File: src/rtl/qts_pkg.sv
package qts_pkg;

  localparam logic [7:0] QUOTE_CHAR     = 8'd34;
  localparam logic [7:0] BACKSLASH_CHAR = 8'd92;
  localparam logic [7:0] SPACE_CHAR     = 8'd32;
  localparam logic [7:0] TAB_CHAR       = 8'd9;
  localparam logic [7:0] CR_CHAR        = 8'd13;
  localparam logic [7:0] EOL_CHAR       = 8'd0;

  // scan mode codes; code 3 is unused and behaves as between tokens
  localparam logic [1:0] MODE_BETWEEN = 2'd0;
  localparam logic [1:0] MODE_PLAIN   = 2'd1;
  localparam logic [1:0] MODE_QUOTED  = 2'd2;

  // result queue: two pushes per item at most
  localparam int unsigned FIFO_DEPTH = 4;
  localparam int unsigned PTR_W      = $clog2(FIFO_DEPTH);
  localparam int unsigned LVL_W      = PTR_W + 1;

  typedef struct packed {
    logic [7:0] token_char;
    logic       token_done;
    logic       run_last;
  } result_t;

  typedef struct packed {
    logic [1:0] mode_nxt;
    logic       held_nxt;
    logic [1:0] res_cnt;
    result_t    res0;
    result_t    res1;
  } dec_out_t;

  function automatic logic is_blank(input logic [7:0] c);
    return (c == SPACE_CHAR) || ((c >= TAB_CHAR) && (c <= CR_CHAR));
  endfunction

endpackage

File: src/rtl/qts_ifs.sv
interface qts_in_if;
  logic       valid;
  logic       ready;
  logic [7:0] char_in;
  modport source (output valid, output char_in, input ready);
  modport sink (input valid, input char_in, output ready);
endinterface

interface qts_out_if;
  logic       valid;
  logic       ready;
  logic [7:0] token_char;
  logic       token_done;
  logic       run_last;
  modport source (output valid, output token_char, output token_done, output run_last,
                  input ready);
  modport sink (input valid, input token_char, input token_done, input run_last,
                output ready);
endinterface

File: src/rtl/quoted_token_splitter.sv
// Shell-style quoted tokenizer.
//
// in_ch  (sink)  : one line character per item; a zero byte ends the line.
// out_ch (source): one token character per item, or an end-of-token marker
//                  (token_char zero, token_done high). run_last flags the
//                  final result produced by a given input character.
//
// Each accepted character produces zero, one or two results. Its results are
// written into the result queue as it is accepted. The scan state
// (mode + held backslash) updates in the accept cycle, so a new character can
// be taken every cycle while in_ch.ready is high; sustained rate is one
// character per cycle as long as the characters average at most one result
// each, and the output side drains one result per cycle.
//
// A four-entry result queue sits between the two sides. in_ch.ready is high
// whenever at least two entries are free, so a stalled receiver only backs up
// the input once the queue holds more than two results; nothing is dropped.
//
// Reset (rst_n low, synchronous) empties the queue and returns the scanner to
// "between tokens" with no held backslash.
module quoted_token_splitter (
  input  logic clk,
  input  logic rst_n,
  qts_in_if.sink    in_ch,
  qts_out_if.source out_ch
);
  import qts_pkg::*;

  logic [1:0]       mode_r;
  logic             held_r;
  dec_out_t         dec;
  result_t          head;
  logic [LVL_W-1:0] level;
  logic             in_fire;
  logic             out_fire;

  // scan-state update for the current character
  qts_decode u_decode (
    .mode    (mode_r),
    .held    (held_r),
    .char_in (in_ch.char_in),
    .dec     (dec)
  );

  // accept only when both results of a worst-case item fit
  assign in_ch.ready = (level <= LVL_W'(FIFO_DEPTH - 2));
  assign in_fire     = in_ch.valid && in_ch.ready;
  assign out_fire    = out_ch.valid && out_ch.ready;

  always_ff @(posedge clk) begin
    if (!rst_n) begin
      mode_r <= MODE_BETWEEN;
      held_r <= 1'b0;
    end else if (in_fire) begin
      mode_r <= dec.mode_nxt;
      held_r <= dec.held_nxt;
    end
  end

  qts_result_fifo u_fifo (
    .clk      (clk),
    .rst_n    (rst_n),
    .push_cnt (in_fire ? dec.res_cnt : 2'd0),
    .push0    (dec.res0),
    .push1    (dec.res1),
    .pop      (out_fire),
    .head     (head),
    .level    (level)
  );

  assign out_ch.valid      = (level != '0);
  assign out_ch.token_char = head.token_char;
  assign out_ch.token_done = head.token_done;
  assign out_ch.run_last   = head.run_last;

  // queue never overfills
  a_level_bound: assert property (@(posedge clk) disable iff (!rst_n)
    level <= LVL_W'(FIFO_DEPTH))
    else $error("result queue overflow");

  // a held backslash only exists inside a quoted token
  a_held_quoted: assert property (@(posedge clk) disable iff (!rst_n)
    held_r |-> (mode_r == MODE_QUOTED))
    else $error("held backslash outside quoted token");

  // end markers carry a zero character
  a_marker_zero: assert property (@(posedge clk) disable iff (!rst_n)
    (out_ch.valid && out_ch.token_done) |-> (out_ch.token_char == EOL_CHAR))
    else $error("end marker with nonzero character");

  // an item with no results and no drain leaves the queue level alone
  a_silent_item: assert property (@(posedge clk) disable iff (!rst_n)
    (in_fire && (dec.res_cnt == 2'd0) && !out_fire) |=> $stable(level))
    else $error("queue level moved on a silent item");

endmodule

File: src/rtl/qts_decode.sv
module qts_decode (
  input  logic [1:0]        mode,
  input  logic              held,
  input  logic [7:0]        char_in,
  output qts_pkg::dec_out_t dec
);
  import qts_pkg::*;

  result_t bs_res;
  result_t end_res;
  result_t chr_res;
  logic    blank;

  always_comb begin
    bs_res  = '{token_char: BACKSLASH_CHAR, token_done: 1'b0, run_last: 1'b0};
    end_res = '{token_char: EOL_CHAR, token_done: 1'b1, run_last: 1'b0};
    chr_res = '{token_char: char_in, token_done: 1'b0, run_last: 1'b0};
    blank   = (char_in == EOL_CHAR) || is_blank(char_in);

    dec.mode_nxt = mode;
    dec.held_nxt = 1'b0;
    dec.res_cnt  = 2'd0;
    dec.res0     = end_res;
    dec.res1     = end_res;

    unique case (mode)
      MODE_QUOTED: begin
        if (char_in == EOL_CHAR) begin
          dec.mode_nxt = MODE_BETWEEN;
          if (held) begin
            dec.res0    = bs_res;
            dec.res_cnt = 2'd2;
          end else begin
            dec.res_cnt = 2'd1;
          end
        end else if (char_in == QUOTE_CHAR) begin
          if (held) begin
            dec.res0    = '{token_char: QUOTE_CHAR, token_done: 1'b0, run_last: 1'b0};
            dec.res_cnt = 2'd1;
          end else begin
            dec.mode_nxt = MODE_BETWEEN;
            dec.res_cnt  = 2'd1;
          end
        end else if (char_in == BACKSLASH_CHAR) begin
          // a held backslash is released, the new one waits
          dec.held_nxt = 1'b1;
          dec.res0     = bs_res;
          dec.res_cnt  = held ? 2'd1 : 2'd0;
        end else begin
          if (held) begin
            dec.res0    = bs_res;
            dec.res1    = chr_res;
            dec.res_cnt = 2'd2;
          end else begin
            dec.res0    = chr_res;
            dec.res_cnt = 2'd1;
          end
        end
      end
      MODE_PLAIN: begin
        dec.res_cnt = 2'd1;
        if (blank) begin
          dec.mode_nxt = MODE_BETWEEN;
        end else begin
          dec.res0 = chr_res;
        end
      end
      default: begin
        if (blank) begin
          dec.mode_nxt = MODE_BETWEEN;
        end else if (char_in == QUOTE_CHAR) begin
          dec.mode_nxt = MODE_QUOTED;
        end else begin
          dec.mode_nxt = MODE_PLAIN;
          dec.res0     = chr_res;
          dec.res_cnt  = 2'd1;
        end
      end
    endcase

    if (dec.res_cnt == 2'd1) dec.res0.run_last = 1'b1;
    if (dec.res_cnt == 2'd2) dec.res1.run_last = 1'b1;
  end

endmodule

File: src/rtl/qts_result_fifo.sv
module qts_result_fifo (
  input  logic                   clk,
  input  logic                   rst_n,
  input  logic [1:0]             push_cnt,
  input  qts_pkg::result_t       push0,
  input  qts_pkg::result_t       push1,
  input  logic                   pop,
  output qts_pkg::result_t       head,
  output logic [qts_pkg::LVL_W-1:0] level
);
  import qts_pkg::*;

  result_t            mem_r [FIFO_DEPTH];
  logic [PTR_W-1:0]   wr_ptr_r;
  logic [PTR_W-1:0]   wr_ptr_nxt;
  logic [PTR_W-1:0]   wr_ptr_p1;
  logic [PTR_W-1:0]   rd_ptr_r;
  logic [PTR_W-1:0]   rd_ptr_nxt;
  logic [LVL_W-1:0]   level_r;
  logic [LVL_W-1:0]   level_nxt;

  always_comb begin
    wr_ptr_p1  = wr_ptr_r + PTR_W'(1);
    wr_ptr_nxt = wr_ptr_r + PTR_W'(push_cnt);
    rd_ptr_nxt = rd_ptr_r + PTR_W'(pop);
    level_nxt  = level_r + LVL_W'(push_cnt) - LVL_W'(pop);
  end

  always_ff @(posedge clk) begin
    if (!rst_n) begin
      wr_ptr_r <= '0;
      rd_ptr_r <= '0;
      level_r  <= '0;
    end else begin
      wr_ptr_r <= wr_ptr_nxt;
      rd_ptr_r <= rd_ptr_nxt;
      level_r  <= level_nxt;
    end
  end

  always_ff @(posedge clk) begin
    if (push_cnt != 2'd0) mem_r[wr_ptr_r] <= push0;
    if (push_cnt == 2'd2) mem_r[wr_ptr_p1] <= push1;
  end

  assign head  = mem_r[rd_ptr_r];
  assign level = level_r;

endmodule

File: src/flat_wrapper.sv
// flat-port wrapper written by rule: the top's interface ports become plain ports
module quoted_token_splitter_flat import qts_pkg::*;
  (clk, rst_n, in_ch_valid, in_ch_char_in, in_ch_ready, out_ch_valid, out_ch_token_char, out_ch_token_done, out_ch_run_last, out_ch_ready);
  qts_in_if in_ch_i ();
  qts_out_if out_ch_i ();
  input  logic clk;
  input  logic rst_n;
  input wire logic [$bits(in_ch_i.valid)-1:0] in_ch_valid;
  input wire logic [$bits(in_ch_i.char_in)-1:0] in_ch_char_in;
  output wire logic [$bits(in_ch_i.ready)-1:0] in_ch_ready;
  output wire logic [$bits(out_ch_i.valid)-1:0] out_ch_valid;
  output wire logic [$bits(out_ch_i.token_char)-1:0] out_ch_token_char;
  output wire logic [$bits(out_ch_i.token_done)-1:0] out_ch_token_done;
  output wire logic [$bits(out_ch_i.run_last)-1:0] out_ch_run_last;
  input wire logic [$bits(out_ch_i.ready)-1:0] out_ch_ready;
  assign in_ch_i.valid = in_ch_valid;
  assign in_ch_i.char_in = in_ch_char_in;
  assign in_ch_ready = in_ch_i.ready;
  assign out_ch_valid = out_ch_i.valid;
  assign out_ch_token_char = out_ch_i.token_char;
  assign out_ch_token_done = out_ch_i.token_done;
  assign out_ch_run_last = out_ch_i.run_last;
  assign out_ch_i.ready = out_ch_ready;
  quoted_token_splitter u_core (.clk(clk), .rst_n(rst_n), .in_ch(in_ch_i), .out_ch(out_ch_i));
endmodule
File: config.mk
export PLATFORM = sky130hd
export DESIGN_NAME = quoted_token_splitter_flat
export DESIGN_NICKNAME = d
export VERILOG_FILES = /design/src/rtl/qts_pkg.sv /design/src/rtl/qts_ifs.sv /design/src/rtl/quoted_token_splitter.sv /design/src/rtl/qts_decode.sv /design/src/rtl/qts_result_fifo.sv /design/src/flat_wrapper.sv
export SDC_FILE = /design/constraint.sdc
export NUM_CORES = 1
export LEC_CHECK = 0
export BUFFER_PORTS_ARGS = -buffer_cell sky130_fd_sc_hd__buf_2
export CAP_MARGIN = 20
export CORE_ASPECT_RATIO = 1.5
export CORE_MARGIN = 3
export CORE_UTILIZATION = 50
export DETAILED_ROUTE_END_ITERATION = 16
export GPL_TIMING_DRIVEN = 0
export PLACE_DENSITY = 0.68
export SLEW_MARGIN = 40
export SYNTH_ARGS = -nofsm -noshare
export SYNTH_HDL_FRONTEND = slang
export SYNTH_SLANG_ARGS = --single-unit
File: constraint.sdc
create_clock -name clk -period 6.2 [get_ports clk]
set_input_delay 1.55 -clock clk [delete_from_list [all_inputs] [get_ports clk]]
set_output_delay 1.55 -clock clk [all_outputs]
set_load 0.01 [all_outputs]
==> flow_metrics.tcl, run 1 <==
set metrics [dict create \
    grt_max_degree 16 \
    antenna_cells 0 \
    syn-num-nets 293 \
    clock-sinks 50 \
    cp_cell_sequence "buf_2, buf_2, nor4_1, nand2_1, ha_1, a311o_1, o211ai_4, nand3_1, nor3_1, buf_2, o21bai_2" \
    fin_skew_ns 0.007336 \
    r2r_slack_ns 3.20 \
    synthFlopType "edfxtp_1" \
    timing.rr.end "u_core.u_fifo.level[2]$_SDFF_PN0_" \
    num_vias 2174 \
    grt_usage_pct 18.78 \
    timing.fmax_mhz 213.9 \
    ys_types 47 \
    worstMarginPinSlew_ns 0.8523 \
    postRouteAntennaNets 0 \
    postLayoutCellArea_sq_um 3381 \
    critical_path.most_common_cell "buf_2" \
    maxCapViolations 0 \
    grt_pass1_vias 2149 \
    cts_resized 0 \
    core_sq_um 5871 \
    fin_setup_tns_ns 0 \
    power.density_nw_per_um2 310.9 \
    grt_pass1_wl_mm 10.56 \
    holdWs_ns 0.4985 \
    clockBufferDepth 2 \
    nets 321 \
    drc 0 \
    row_count 34 \
    placed_area_sq_um 3271 \
    cp.arrival_ns 4.62 \
    wire_per_inst_um 17.00 \
    fin_crit_ns 4.675 \
    synth_edf_count 40 \
    cp-end-kind "register" \
    area_growth_pct 10.87 \
    cp_slowest_cell "nor4_1" \
    path_class "in2reg" \
    rsz0062_at_grt "false" \
    timing.final.crit_share_pct 75.40 \
    holdPathEnd "u_core.mode_r[1]$_SDFFE_PN0P_" \
    dpl.hpwl_mm 4.917 \
    maxSlewHeadroom_pct 42.65 \
    ios 24 \
    drt_iter0_markers 123 \
    synth.yosys.seq_area_share_pct 45.96 \
    layout_commonest_cell "edfxtp_1" \
    clk_latency_ns 0.30 \
    gr-total-overflow 0 \
    clk_pin_slew_ns 0.09 \
    ys_seq_elements 50 \
    cts_setup_buffers 0 \
    synthesis.area_sq_um 3049 \
    power.leakage_nw 1.170 \
    cp_max_fo 10 \
    die_area_sq_um 7090 \
    firstDrtPassIters 5 \
    finalHoldViolations 0 \
    ys_warn_count 0 \
    r2r_start "u_core.mode_r[0]$_SDFFE_PN0P_" \
    root_buffer "clkbuf_8" \
    dp.cells 365 \
    worst_ir_drop_vdd_mv 0.1687 \
    layout_common_cells "edfxtp_1 (40), nand2_1 (28), buf_2 (25)" \
    die_x_um 69.76 \
    finalNonFillerCells 373 \
    finalMaxSlewViolations 0 \
    cts_buffers 5 \
    routabilityCongestion 0.9048 \
    crit_required_ns 6.14 \
    syn_area_per_cell_sq_um 11.21 \
    hold_path.class "reg2reg" \
    worstHoldStart "u_core.mode_r[1]$_SDFFE_PN0P_" \
    htree_levels 2 \
    start_util_pct 51.94 \
    final_layout_size_suffix_gt1_share_pct 19.27 \
    fin_util_pct 57.59 \
    status "finished clean" \
    syn_inst 272 \
    ctsHoldBuffers 0 \
    die_h_um 101.6 \
    postSynth.asyncResetShare_pct 0 \
    start_kind "input port" \
    finalWirelength_mm 6.340 \
    antenna_found_initial 0 \
    whs_path_depth 2 \
    via_per_inst 5.828 \
    cp_slowest_stage_delay_ns 0.66 \
    cts_tree "yes" \
    place.port_buffers 20 \
    reg2regPathDepth 10 \
    setup_violations 0 \
]
==> cell usage after synthesis, drive strengths merged, types with 2 or more instances <==
| library cell | n | share of area (%) |
|---|---|---|
| xor2 | 2 | 0.57 |
| o32ai | 3 | 0.86 |
| and3 | 4 | 0.82 |
| and2 | 13 | 2.7 |
| nor2 | 10 | 1.2 |
| mux2i | 21 | 6.9 |
| buf | 5 | 1.0 |
| ha | 8 | 3.3 |
| or3 | 4 | 0.98 |
| dfxtp | 10 | 6.6 |
| xnor2 | 6 | 1.7 |
| nand4bb | 2 | 0.74 |
| o21ai | 24 | 3.9 |
| edfxtp | 40 | 39 |
| nand3 | 14 | 2.3 |
| a21oi | 3 | 0.49 |
| clkbuf | 8 | 0.98 |
| a22oi | 2 | 0.49 |
| o211ai | 2 | 0.94 |
| nor2b | 3 | 0.62 |
| o21bai | 3 | 0.74 |
| nand2b | 4 | 0.82 |
| a211o | 3 | 0.86 |
| nor3 | 6 | 0.98 |
| nor4 | 3 | 1.6 |
| inv | 15 | 1.8 |
| mux4 | 10 | 7.4 |
| nand2 | 29 | 4.1 |
| o31ai | 2 | 0.49 |
==> routing by layer <==
metal / part of all wire (%) / track usage (%) / vias up / wire, um
met4: 1.3 / 6.195 / 0 / 85
met3: 3.7 / 2.880 / 7 / 233
met5: 0 / 0 / - / 0
met1: 41 / 21.89 / 1042 / 2576
met2: 54 / 35.11 / 57 / 3445
li1: - / - / 1068 / -
==> cells by family (layout without fill, tap and decap cells) <==
kind of cell	count (synthesis)	in the layout	synth area share (%)
xor+xnor	8	8	2.298
fa+ha+maj	9	9	3.939
buf+inv	28	57	3.857
compound gates	50	50	11.70
simple gates	96	96	17.97
flops	50	50	45.96
mux	31	31	14.28
==> worst max-delay path, delay by kind of cell <==
family,cells,cell delay [ns]
compound gates,3,0.85
simple gates,4,1.26
fa+ha+maj,1,0.33
buf+inv,3,0.61
==> metrics by stage <==
step / power [mW] / setup slack (ns)
6_report: 1.051 / 1.525
3_3_place_gp: 0.8188 / 0.5564
2_1_floorplan: 0.7227 / 1.656
3_5_place_dp: 0.8343 / 1.274
5_1_grt: 1.116 / 1.370
4_1_cts: 1.061 / 1.580
==> state kept, by name, indices dropped and copies added, names as in the netlist <==
signal and count:
u_core.mode_r 2, u_core.held_r 1, u_core.u_fifo.level 3, u_core.u_fifo.rd_ptr_r 2, u_core.u_fifo.wr_ptr_r 2, u_core.u_fifo.mem_r 40
==> how the worst max path moves through the flow <==
| stage | startpoint | end | slack [ns] | cells past startpoint |
|---|---|---|---|---|
| 3_5_place_dp | in_ch_char_in[5] | u_core.u_fifo.mem_r[0][9]$_DFFE_PP_ | 1.27 | 11 |
| 2_1_floorplan | in_ch_char_in[0] | u_core.u_fifo.mem_r[1][0]$_DFFE_PP_ | 1.66 | 9 |
| 6_report | in_ch_char_in[5] | u_core.u_fifo.mem_r[0][3]$_DFFE_PP_ | 1.53 | 11 |
| 4_1_cts | in_ch_char_in[5] | u_core.u_fifo.mem_r[0][8]$_DFFE_PP_ | 1.58 | 11 |
| 5_1_grt | in_ch_char_in[5] | u_core.u_fifo.mem_r[0][2]$_DFFE_PP_ | 1.37 | 11 |
| 3_3_place_gp | in_ch_char_in[5] | u_core.u_fifo.mem_r[1][9]$_DFFE_PP_ | 0.56 | 10 |
==> where the power goes <==
part	internal, mW	switching, mW
logic	0.169	0.205
clock network	0.121	0.110
registers	0.426	0.0213
total	0.715	0.336
==> area by class of cell <==
class | instances | area, sq um
plain buffers | 13 | 62.56
well taps | 72 | 90.09
clock inverters | 2 | 37.54
clock buffers | 6 | 72.57
fillers | 540 | 2490
multi-input cells | 194 | 1555
inverters | 15 | 56.30
repair buffers | 21 | 105.1
flip-flops and latches | 50 | 1401
No activity file was read; power rests on OpenSTA's default activity.
==> run 2: changes to the inputs <==
Settings changed: ABC_AREA set to 1, PLACE_DENSITY 0.68 to 0.71.
Clock period 6.2 ns to 3.79 ns, I/O delays scaled along.
==> run 2 against run 1 <==
  * First-iteration DRC count is 62% higher
  * Sequential power up 81%
  * Synthesized cell count grew 56%
  * Via count up 37%
  * Clock power up 64%
  * Critical path depth rose by 3
  * Global-route usage rose by 3.2 points
  * Hold slack worse by 0.016 ns
  * Setup slack worse by 1.1 ns
  * Clock-buffer cell count did not move
  * Synthesized area up 7.1%
  * Total power grew 120%
==> flow_metrics.tcl, run 2 <==
set metrics [dict create \
    cp_max_fo 10 \
    finalWirelength_mm 8.028 \
    cts_tree "yes" \
    drt_iter0_markers 199 \
    maxSlewHeadroom_pct 54.49 \
    cts_setup_buffers 0 \
    antenna_found_initial 0 \
    path_delay_family "simple AND/OR/NAND/NOR gates" \
    htree_levels 2 \
    r2r_slack_ns 0.95 \
    gr-total-overflow 0 \
    ys_types 33 \
    num_vias 2976 \
    cp.arrival_ns 3.34 \
    dp_slack_ns 0.08251 \
    drc 0 \
    path_class "in2reg" \
    area_growth_pct 9.582 \
    power.density_nw_per_um2 642.3 \
    fin_setup_tns_ns 0 \
    die_x_um 71.98 \
    finalMaxSlewViolations 0 \
    ys_warn_count 0 \
    syn_area_per_cell_sq_um 7.699 \
    via_per_inst 5.636 \
    grt_pass1_wl_mm 13.23 \
    placed_area_sq_um 3467 \
    synth.most_common_cell "nand2_1" \
    postSynth.asyncResetShare_pct 0 \
    cts_resized 0 \
    wire_per_inst_um 15.20 \
    synth_top_cells_by_count "nand2_1 (131), nor2_1 (44), nand4_1 (41)" \
    power.leakage_nw 1.588 \
    fin_util_pct 57.53 \
    finalPower_mw 2.298 \
    cp-end-kind "register" \
    critical_path.most_common_cell "nand2_1" \
    clk_pin_slew_ns 0.09 \
    crit_required_ns 3.73 \
    dpl.hpwl_mm 6.405 \
    status "finished clean" \
    holdWs_ns 0.4826 \
    dp.cells 520 \
    clk_latency_ns 0.31 \
    syn-num-nets 445 \
    worstHoldStart "u_core.u_fifo.level[2]$_SDFF_PN0_" \
    ios 24 \
    yosysTopAreaCellShare_pct 36.80 \
    ys_seq_elements 50 \
    final_layout_size_suffix_gt1_share_pct 12.78 \
    finalNonFillerCells 528 \
    clock-sinks 50 \
    row_count 35 \
    largestRegisters "u_core.u_fifo.mem_r x40, u_core.u_fifo.level x3" \
    timing.final.crit_share_pct 89.67 \
    path_buf_inv 4 \
    worstMarginPinSlew_ns 0.6764 \
    postRouteAntennaNets 0 \
    fin_skew_ns 0.01559 \
    grtUsageMet3_pct 2.791 \
    layout_commonest_cell "nand2_1" \
    grtUsageMet1_pct 24.14 \
    worst_slack_ns 0.3914 \
    largest_register_ffs 40 \
    r2r_start "u_core.mode_r[0]$_SDFFE_PN0P_" \
    grt.met2_usage_pct 40.53 \
    cp_slowest_cell "nand2_1" \
    synthesis.area_sq_um 3264 \
    worst_ir_drop_vdd_mv 0.3161 \
    synthTopCellsByArea "edfxtp_1 (37%), nand2_1 (15%), nand4_1 (7.9%), dfxtp_1 (6.1%), nor2_1 (5.1%)" \
    clockBufferDepth 2 \
    timing.rr.end "u_core.u_fifo.level[2]$_SDFF_PN0_" \
    nets 474 \
    antenna_cells 0 \
    start_util_pct 52.49 \
    synthFlopType "edfxtp_1" \
    layout_common_cells "nand2_1 (131), nor2_1 (44), nand4_1 (41)" \
    cp_cell_sequence "buf_2, nor2_4, nand3_1, nor2_1, inv_1, ha_1, inv_1, nand3_1, nand2_1, nand2_1, nand2_1, buf_6, nand3_4, nand2_1" \
    finalHoldViolations 0 \
    num-fill-cells 600 \
    grt_pass1_vias 2886 \
    start_kind "input port" \
    postLayoutCellArea_sq_um 3577 \
    setup_violations 0 \
    reg2regPathDepth 13 \
    synth.yosys.seq_area_share_pct 42.93 \
    place.port_buffers 22 \
    die_h_um 105.0 \
    synth_edf_count 40 \
    hold_path.class "reg2reg" \
    cts_buffers 5 \
    maxCapViolations 0 \
    grt_usage_pct 21.99 \
    core_sq_um 6218 \
    ctsHoldBuffers 0 \
    holdPathEnd "u_core.u_fifo.level[2]$_SDFF_PN0_" \
    syn_inst 424 \
    top_register "u_core.u_fifo.mem_r" \
    yosys.area.top_type "edfxtp_1" \
    firstDrtPassIters 5 \
    timing.fmax_mhz 294.2 \
    routabilityCongestion 0.9886 \
    root_buffer "clkbuf_8" \
    grt_max_degree 16 \
    gr-max-usage-layer "met2" \
    whs_path_depth 1 \
    fin_crit_ns 3.399 \
    cp_slowest_stage_delay_ns 0.42 \
    rsz0062_at_grt "false" \
    die_area_sq_um 7555 \
]
run 2: cell types whose count changed in the layout (fill, tap and decap cells not counted), sizes merged, moves of 5 or more:
cell,change
and2,-13
buf,+6
inv,+22
mux2i,-21
mux4,-10
nand2,+106
nand3,+5
nand4,+40
nor2,+38
o21ai,+5
o22ai,+10
xnor2,-5
run 2: cell type report:
class                      instances  area (sq um)  share of cell area (%)
inverter                          39         146.4                   4.092
timing repair buffer              22         110.1                   3.078
multi-input combinational        314          1609                   44.98
tap                               74         92.59                   2.588
sequential                        50          1401                   39.17
clock buffer                       6         72.57                   2.029
clock inverter                     2         37.54                   1.049
buffer                            21         107.6                   3.008
run 2: layer usage:
layer / routed length (um) / share of wire (%) / vias to the layer above
li1: - / - / 1516
met1: 3180 / 40 / 1333
met2: 4263 / 53 / 109
met3: 337 / 4.2 / 18
met4: 246 / 3.1 / 0
met5: 0 / 0 / -
run 2: worst max path at each step:
| stage | end | cells after the start | from |
|---|---|---|---|
| floorplan | u_core.u_fifo.level[2]$_SDFF_PN0_ | 16 | in_ch_char_in[1] |
| global placement | u_core.u_fifo.mem_r[0][1]$_DFFE_PP_ | 14 | in_ch_char_in[1] |
| detailed placement | u_core.u_fifo.mem_r[2][1]$_DFFE_PP_ | 14 | in_ch_char_in[1] |
| CTS | u_core.u_fifo.mem_r[2][7]$_DFFE_PP_ | 14 | in_ch_char_in[1] |
| global route | u_core.u_fifo.level[2]$_SDFF_PN0_ | 17 | in_ch_char_in[7] |
| finish | u_core.u_fifo.mem_r[2][7]$_DFFE_PP_ | 14 | in_ch_char_in[1] |
run 2: report_power, final:
group          internal [mW]  total, mW  switching [mW]  leakage, nW
Clock                  0.197      0.377           0.180       0.0514
Sequential             0.765      0.808          0.0432        0.449
Combinational          0.355       1.11           0.758         1.09
Total                   1.32       2.30           0.981         1.59
run 2: cell families (layout without fill, tap and decap cells):
group | Yosys count | after routing | share of synthesized area (%)
buf+inv | 60 | 90 | 7.781
compound gates | 53 | 53 | 9.122
simple gates | 250 | 250 | 35.95
fa+ha+maj | 9 | 9 | 3.680
flops | 50 | 50 | 42.93
xor+xnor | 2 | 2 | 0.5367
run 2: worst register-to-register path, delay by kind of cell, from the launching register on:
kind | cells | cell delay, ns
xor+xnor | 1 | 0.16
simple gates | 3 | 0.64
flops | 1 | 0.32
fa+ha+maj | 3 | 0.98
buf+inv | 4 | 0.43
compound gates | 2 | 0.21
==> run 3: changes to the inputs <==
Settings changed: CORE_UTILIZATION 50 to 30, PLACE_DENSITY 0.71 to unset.
Clock period 3.79 ns to 3.1 ns, I/O delays scaled along.
==> run 3 against run 2 <==
  * Highest routed layer unchanged
  * Total power is 31% higher
  * Sequential cell count did not move
  * Non-clock buffer count grew 4
  * Register-to-register slack got worse by 0.69 ns
  * Routed wire length is 8.8% higher
  * Cell count up 14%
  * Combinational power rose by 25%
  * Sequential share of layout area shrank 2.1 points
  * Setup slack lost 0.24 ns
  * Clock skew shrank 0.014 ns
  * Die area rose by 61%
  * Critical path type unchanged
==> flow_metrics.tcl, run 3 (same netlist as run 2, synthesis figures left out) <==
set metrics [dict create \
    die_area_sq_um 12190 \
    fin_skew_ns 0.001583 \
    top_register "u_core.u_fifo.mem_r" \
    drc 0 \
    grt_pass1_wl_mm 14.06 \
    finalMaxSlewViolations 0 \
    drt_iter0_markers 244 \
    row_count 46 \
    timing.fmax_mhz 339.2 \
    start_util_pct 30.82 \
    largestRegisters "u_core.u_fifo.mem_r x40, u_core.u_fifo.level x3" \
    nets 478 \
    htree_levels 2 \
    start_kind "input port" \
    maxSlewHeadroom_pct 51.19 \
    num_vias 2958 \
    ios 24 \
    status "finished clean" \
    worstHoldStart "u_core.u_fifo.level[2]$_SDFF_PN0_" \
    cts_buffers 5 \
    timing.final.crit_share_pct 95.11 \
    core_sq_um 10590 \
    dpl.hpwl_mm 7.151 \
    r2r_start "u_core.mode_r[0]$_SDFFE_PN0P_" \
    cp-end-kind "register" \
    worstMarginPinSlew_ns 0.7255 \
    hold_path.class "reg2reg" \
    power.density_nw_per_um2 795.4 \
    crit_required_ns 3.28 \
    place.port_buffers 22 \
    clock-sinks 50 \
    clk_latency_ns 0.29 \
    grt_usage_pct 14.52 \
    routabilityCongestion 0.9588 \
    clk_pin_slew_ns 0.06 \
    clockBufferDepth 2 \
    cts_tree "yes" \
    grt_pass1_vias 2904 \
    startpoint "in_ch_char_in[5]" \
    finalPower_mw 3.006 \
    setup_violations 0 \
    finalHoldViolations 0 \
    power.leakage_nw 1.634 \
    antenna_found_initial 0 \
    dp_slack_ns -0.4795 \
    via_per_inst 4.914 \
    root_buffer "clkbuf_16" \
    die_h_um 133.8 \
    area_growth_pct 15.75 \
    grt_max_degree 16 \
    final_layout_size_suffix_gt1_share_pct 15.28 \
    die_x_um 91.17 \
    path_class "in2reg" \
    fin_crit_ns 2.949 \
    layout_common_cells "nand2_1 (127), nor2_1 (43), nand4_1 (41)" \
    wire_per_inst_um 14.51 \
    firstDrtPassIters 4 \
    worst_slack_ns 0.1515 \
    layout_commonest_cell "nand2_1" \
    antenna_cells 0 \
    cp.arrival_ns 3.13 \
    maxCapViolations 0 \
    largest_register_ffs 40 \
    worst_ir_drop_vdd_mv 0.2337 \
    rsz0062_at_grt "false" \
    postRouteAntennaNets 0 \
    holdWs_ns 0.5015 \
    cp_max_fo 5 \
    gr-total-overflow 0 \
    finalWirelength_mm 8.736 \
]
## run 3: cell types whose count changed in the layout (fill, tap and decap cells not counted), sizes merged
cell	change
buf	+4
## run 3: report_power, final
part | total (mW) | switching, mW | internal (mW) | leakage [nW]
logic | 1.39 | 0.951 | 0.443 | 1.11
clock network | 0.620 | 0.239 | 0.381 | 0.0771
registers | 0.991 | 0.0560 | 0.935 | 0.449
## run 3: cell type report
class | instances | area [sq um]
plain buffers | 21 | 107.6
repair buffers | 26 | 140.1
multi-input cells | 314 | 1637
clock inverters | 2 | 37.54
well taps | 144 | 180.2
flip-flops and latches | 50 | 1401
clock buffers | 6 | 128.9
inverters | 39 | 146.4
fillers | 1111 | 6812
## run 3: final timing paths
kind                                  endpoint  slack [ns]  cells past startpoint
min          u_core.u_fifo.level[2]$_SDFF_PN0_        0.50                      1
max          u_core.u_fifo.level[2]$_SDFF_PN0_        0.15                     17
min reg2reg  u_core.u_fifo.level[2]$_SDFF_PN0_        0.50                      1
max reg2reg  u_core.u_fifo.level[2]$_SDFF_PN0_        0.26                     13
## run 3: metal layers
layer  vias to the layer above  global-route usage [%]  routed length [um]
met5                         -                       0                   0
met4                         0                   8.977                 352
met3                        25                   1.921                 208
met2                        60                   28.64                4933
met1                      1358                   13.80                3242
li1                       1515                       -                   -
## run 3: per-stage QoR
step / utilization [%] / cells / instance area (sq um) / TNS (ns)
floorplan: - / 424 / 3264 / 0
global placement: 33.57 / 590 / 3555 / -21.73
detailed placement: 33.57 / 590 / 3555 / -20.81
CTS: 35.26 / 598 / 3734 / 0
global route: 35.68 / 602 / 3779 / 0
finish: 35.68 / 602 / 3779 / 0
## run 3: what timing repair did
action                                  CTS  global route
endpoints found under the setup margin   41            41
gates resized for setup                   5             5
setup buffers                             0             4
hold buffers                              0             0
pin swaps                                 0             3
gates cloned                              0             0
## run 3: worst max-delay path: stages
cell and delay, ns:
buf_2 0.13, inv_1 0.09, nand4_1 0.14, nor2_4 0.20, inv_1 0.08, ha_1 0.26
inv_1 0.06, nand3_1 0.07, nand2_1 0.07, nand2_1 0.09, nand3_1 0.11, inv_1 0.08
ha_1 0.22, fa_2 0.36, xor2_2 0.19, o21ai_1 0.14, a21oi_1 0.05
